[config.mk]
export PLATFORM = sky130hd
export DESIGN_NAME = tea_round_cell
export DESIGN_NICKNAME = d
export VERILOG_FILES = /design/src/hw/rtl/tea_pkg.sv /design/src/hw/rtl/tea_round_cell.sv
export SDC_FILE = /design/constraint.sdc
export NUM_CORES = 1
export LEC_CHECK = 0
export BUFFER_PORTS_ARGS = -buffer_cell sky130_fd_sc_hd__buf_2
export CORE_UTILIZATION = 45
export CTS_CLUSTER_DIAMETER = 80
export CTS_CLUSTER_SIZE = 30
export DETAILED_ROUTE_END_ITERATION = 16
export MAX_ROUTING_LAYER = met4
export PLACE_DENSITY = 0.74
export SYNTH_ARGS = -nofsm -noshare
export SYNTH_HDL_FRONTEND = slang
export SYNTH_SLANG_ARGS = --single-unit
[constraint.sdc]
create_clock -name clk_i -period 0.8 [get_ports clk_i]
set_clock_uncertainty 0.1 [all_clocks]
set_input_delay 0.16 -clock clk_i [delete_from_list [all_inputs] [get_ports clk_i]]
set_output_delay 0.16 -clock clk_i [all_outputs]
set_load 0.01 [all_outputs]
[src/hw/rtl/tea_pkg.sv]
// Package with the shared types, register codes and round function of the TEA block.
`timescale 1ns / 1ps

package tea_pkg;

  localparam int unsigned WordW   = 32;
  localparam int unsigned CfgIdxW = 3;

  typedef logic [WordW-1:0] word_t;

  typedef enum logic [CfgIdxW-1:0] {
    REG_KEY_A  = 3'd0,
    REG_KEY_B  = 3'd1,
    REG_KEY_C  = 3'd2,
    REG_KEY_D  = 3'd3,
    REG_DELTA  = 3'd4
  } cfg_reg_e;

  localparam word_t DeltaReset = 32'h9E37_79B9;

  // Words carried from one half-round cell to the next. The word in y is
  // mixed and added into x, then the two swap places.
  typedef struct packed {
    word_t x;
    word_t y;
    word_t sum;
  } cell_data_t;

  typedef struct packed {
    word_t ka;
    word_t kb;
  } key_pair_t;

  function automatic word_t tea_mix(word_t y, word_t sum, key_pair_t keys);
    word_t shl;
    word_t shr;
    shl = {y[WordW-5:0], 4'b0000};
    shr = {5'b00000, y[WordW-1:5]};
    return (shl + keys.ka) ^ (y + sum) ^ (shr + keys.kb);
  endfunction

endpackage

[src/hw/rtl/tea_round_cell.sv]
// One half-round cell of the TEA chain: mixes one word into the other and swaps them.
`timescale 1ns / 1ps

module tea_round_cell #(
  parameter bit SecondHalf = 1'b0
) (
  input  logic                clk_i,
  input  logic                rst_ni,
  input  logic                en_i,
  input  logic                valid_i,
  input  tea_pkg::cell_data_t data_i,
  input  tea_pkg::key_pair_t  keys_i,
  input  tea_pkg::word_t      delta_i,
  output logic                valid_o,
  output tea_pkg::cell_data_t data_o
);

  logic                valid_q;
  tea_pkg::cell_data_t data_d, data_q;

  // The second half of a round also advances the sum for the next round.
  always_comb begin
    data_d.x   = data_i.y;
    data_d.y   = data_i.x + tea_pkg::tea_mix(data_i.y, data_i.sum, keys_i);
    data_d.sum = SecondHalf ? (data_i.sum + delta_i) : data_i.sum;
  end

  always_ff @(posedge clk_i or negedge rst_ni) begin
    if (!rst_ni) begin
      valid_q <= 1'b0;
    end else if (en_i) begin
      valid_q <= valid_i;
    end
  end

  always_ff @(posedge clk_i) begin
    if (en_i) begin
      data_q <= data_d;
    end
  end

  assign valid_o = valid_q;
  assign data_o  = data_q;

endmodule

==> impl_metrics.json <==
{
  "outcome": "finished, violations left",
  "violations": "negative hold slack, negative setup slack",
  "globalRouteOverflowTotal": 0,
  "end_kind": "flop",
  "p_leak_nw": 7.35,
  "synth_warnings": 0,
  "fmax_ghz": 0.237,
  "grt_max_degree": 41,
  "dp_hpwl_mm": 27.6,
  "synth-seq-cells": 97,
  "async_flop_share": 0.0103,
  "nets": 1930,
  "start_util": 0.462,
  "slew_headroom": 0.638,
  "start_kind": "primary input",
  "io_pins": 293,
  "powerDensity_nw_per_um2": 2710,
  "antenna_found_initial": 1,
  "rr_endpoint": "valid_o",
  "netlist.area_leader.share": 0.307,
  "gr-max-usage-layer": "met2",
  "hold_start": "data_i[29]",
  "holdPathEnd": "data_o[29]",
  "grt_use_met2": 0.514,
  "power_mw": 42.1,
  "r2r_slack_ns": -0.04,
  "final_cell_mix": "buf_4 (351), buf_2 (246), xnor2_1 (112)",
  "fp.dieArea_sq_um": 21500,
  "first_pass_iters": 7,
  "synth_area_leaders": "edfxtp_1 (31%), ha_1 (16%), xnor2_1 (13%)",
  "rsz0062_at_grt": "true",
  "min_period_ns": 4.21,
  "cts_tree": "built",
  "syn-cell-area_sq_um": 9410,
  "drtIter0Drc": 989,
  "finalMaxSlewViolations": 0,
  "die_w_um": 147,
  "vdd_drop_max_v": 0.00139,
  "ys_seq_area_frac": 0.309,
  "hold_viol": 30,
  "hold_path_depth": 1,
  "r2r_start": "valid_o",
  "final_common_cell": "buf_4",
  "use_met1": 0.416,
  "fin_cells": 1885,
  "crit_fanout": 4,
  "io_buffer_count": 260,
  "place_ws_ns": -3.89,
  "wire_per_inst_um": 20.0,
  "area_delta_synth_final_pct": 65.6,
  "synthFlopType": "edfxtp_1",
  "gp_congestion": 1.02,
  "cts_made_buffers": 9,
  "synthCells": 962,
  "period_share": 5.26,
  "insertion_delay_ns": 0.35,
  "cts_max_path_buffers": 2,
  "cts_sinks": 97,
  "grt_pass1_vias": 10300,
  "rows": 52,
  "core_area_sq_um": 20400,
  "drcViolationCount": 0,
  "use_met3": 0.0575,
  "cts_max_level": 3,
  "finalSetupViolCount": 131,
  "drv_cap": 0,
  "antenna_left": 0,
  "arrival_ns": 4.23,
  "crit_required_ns": 0.82,
  "vias": 10700,
  "routed_wl_mm": 37.8,
  "worstRegToRegCells": 1,
  "tightest_slew_ns": 0.529,
  "grt_pass1_wl_mm": 52.5,
  "drive_above_1_share": 0.512,
  "finalWorstSetupSlack_ns": -3.41,
  "holdWs_ns": -0.101,
  "vias_per_cell": 5.70,
  "cts.root.buffer_cell": "clkbuf_16",
  "hold_class": "in2reg",
  "ys_types": 66,
  "synth-edff-count": 96,
  "postSynthNetCount": 1283,
  "gr-usage-all-layers": 0.323,
  "yosysTopAreaCell": "edfxtp_1",
  "clkTransAtPathRegs_ns": 0.07,
  "critPathKind": "in2reg",
  "placed_cells": 1831,
  "synth_area_per_cell_sq_um": 9.78,
  "postCtsHoldBufs": 11,
  "dieHeight_um": 147
}
## worst max path at each step
stage,slack [ns],from,end
2_1_floorplan,-3.30,data_i[0],data_o[61]
3_3_place_gp,-3.71,data_i[32],data_o[61]
3_5_place_dp,-3.89,data_i[32],data_o[63]
4_1_cts,-3.24,data_i[4],data_o[52]
5_1_grt,-3.58,data_i[44],data_o[60]
6_report,-3.41,data_i[38],data_o[61]
## sequential cells by signal (all words and copies together) (netlist names)
name and flops:
valid_o 1, data_o 96
## report_power, final
group	total [mW]	leakage [nW]	switching, mW	internal, mW
combinational	29.9	6.26	14.5	15.4
clock	4.59	0.137	2.15	2.44
sequential	7.69	0.951	0.247	7.44
## timing repair
action | CTS | global route
setup endpoints to repair | 130 | 138
buffers inserted | 11 | 21
endpoints found under the hold margin | 45 | 30
pin swaps | 71 | 91
gates resized for setup | 84 | 117
## synth_stat cells, types with 7 or more instances
cell,instances
xnor2_1,142
ha_1,121
a21oi_1,97
edfxtp_1,96
a21o_1,60
o21ai_0,52
nand2_1,50
nor2_1,41
inv_1,31
xor2_1,30
nand3_1,24
a31oi_1,14
and3_1,14
o21a_1,14
o21bai_1,13
nand2b_1,12
nor3_1,12
a211oi_1,10
clkbuf_1,10
nor2b_1,10
o31ai_1,9
nand4_1,7
## worst max-delay path: stages
cell and delay (ns):
buf_4 0.14, buf_4 0.13, ha_1 0.23, a21o_1 0.19, nor3_1 0.24, a21oi_2 0.14
a221o_1 0.45, xnor2_2 0.20, xnor2_2 0.17, xnor2_1 0.24, ha_1 0.31, inv_2 0.08
nor2_1 0.05, a221o_1 0.33, a311o_1 0.40, a41o_1 0.24, a21oi_2 0.18, o21ai_1 0.09
a41oi_2 0.17, xnor2_1 0.08
## final cells by class
type | instances | area [sq um]
Timing Repair Buffer | 649 | 4500
Antenna cell | 1 | 2.50
Inverter | 31 | 116
Sequential cell | 97 | 2910
Tap cell | 270 | 338
Fill cell | 1289 | 4790
Clock buffer | 10 | 229
Clock inverter | 6 | 66.3
Multi-Input combinational cell | 821 | 7420
## kinds of logic (layout without fill, tap and decap cells)
| kind of cell | after synthesis | in the layout | synth area share |
|---|---|---|---|
| compound gates | 328 | 328 | 0.234 |
| simple gates | 191 | 191 | 0.0988 |
| xor+xnor | 176 | 176 | 0.170 |
| fa+ha+maj | 125 | 125 | 0.169 |
| flops | 97 | 97 | 0.309 |
| buf+inv | 44 | 696 | 0.0180 |
| mux | 1 | 1 | 0.00120 |
| other cells | 0 | 1 | 0 |
## metal layers
layer  wire length, um  share of wire
met5                 0              0
met4              1760          0.047
met3              3010          0.080
met2             17600           0.47
met1             15400           0.41
## metrics by stage
step / util / cell area, sq um / TNS [ns]
floorplan: - / 9660 / -76.71
global placement: 0.683 / 13900 / -108.32
detailed placement: 0.683 / 13900 / -112.96
CTS: 0.726 / 14800 / -110.89
global route: 0.765 / 15600 / -121.46
finish: 0.765 / 15600 / -115.96
Power figures use the tool's default switching activity.
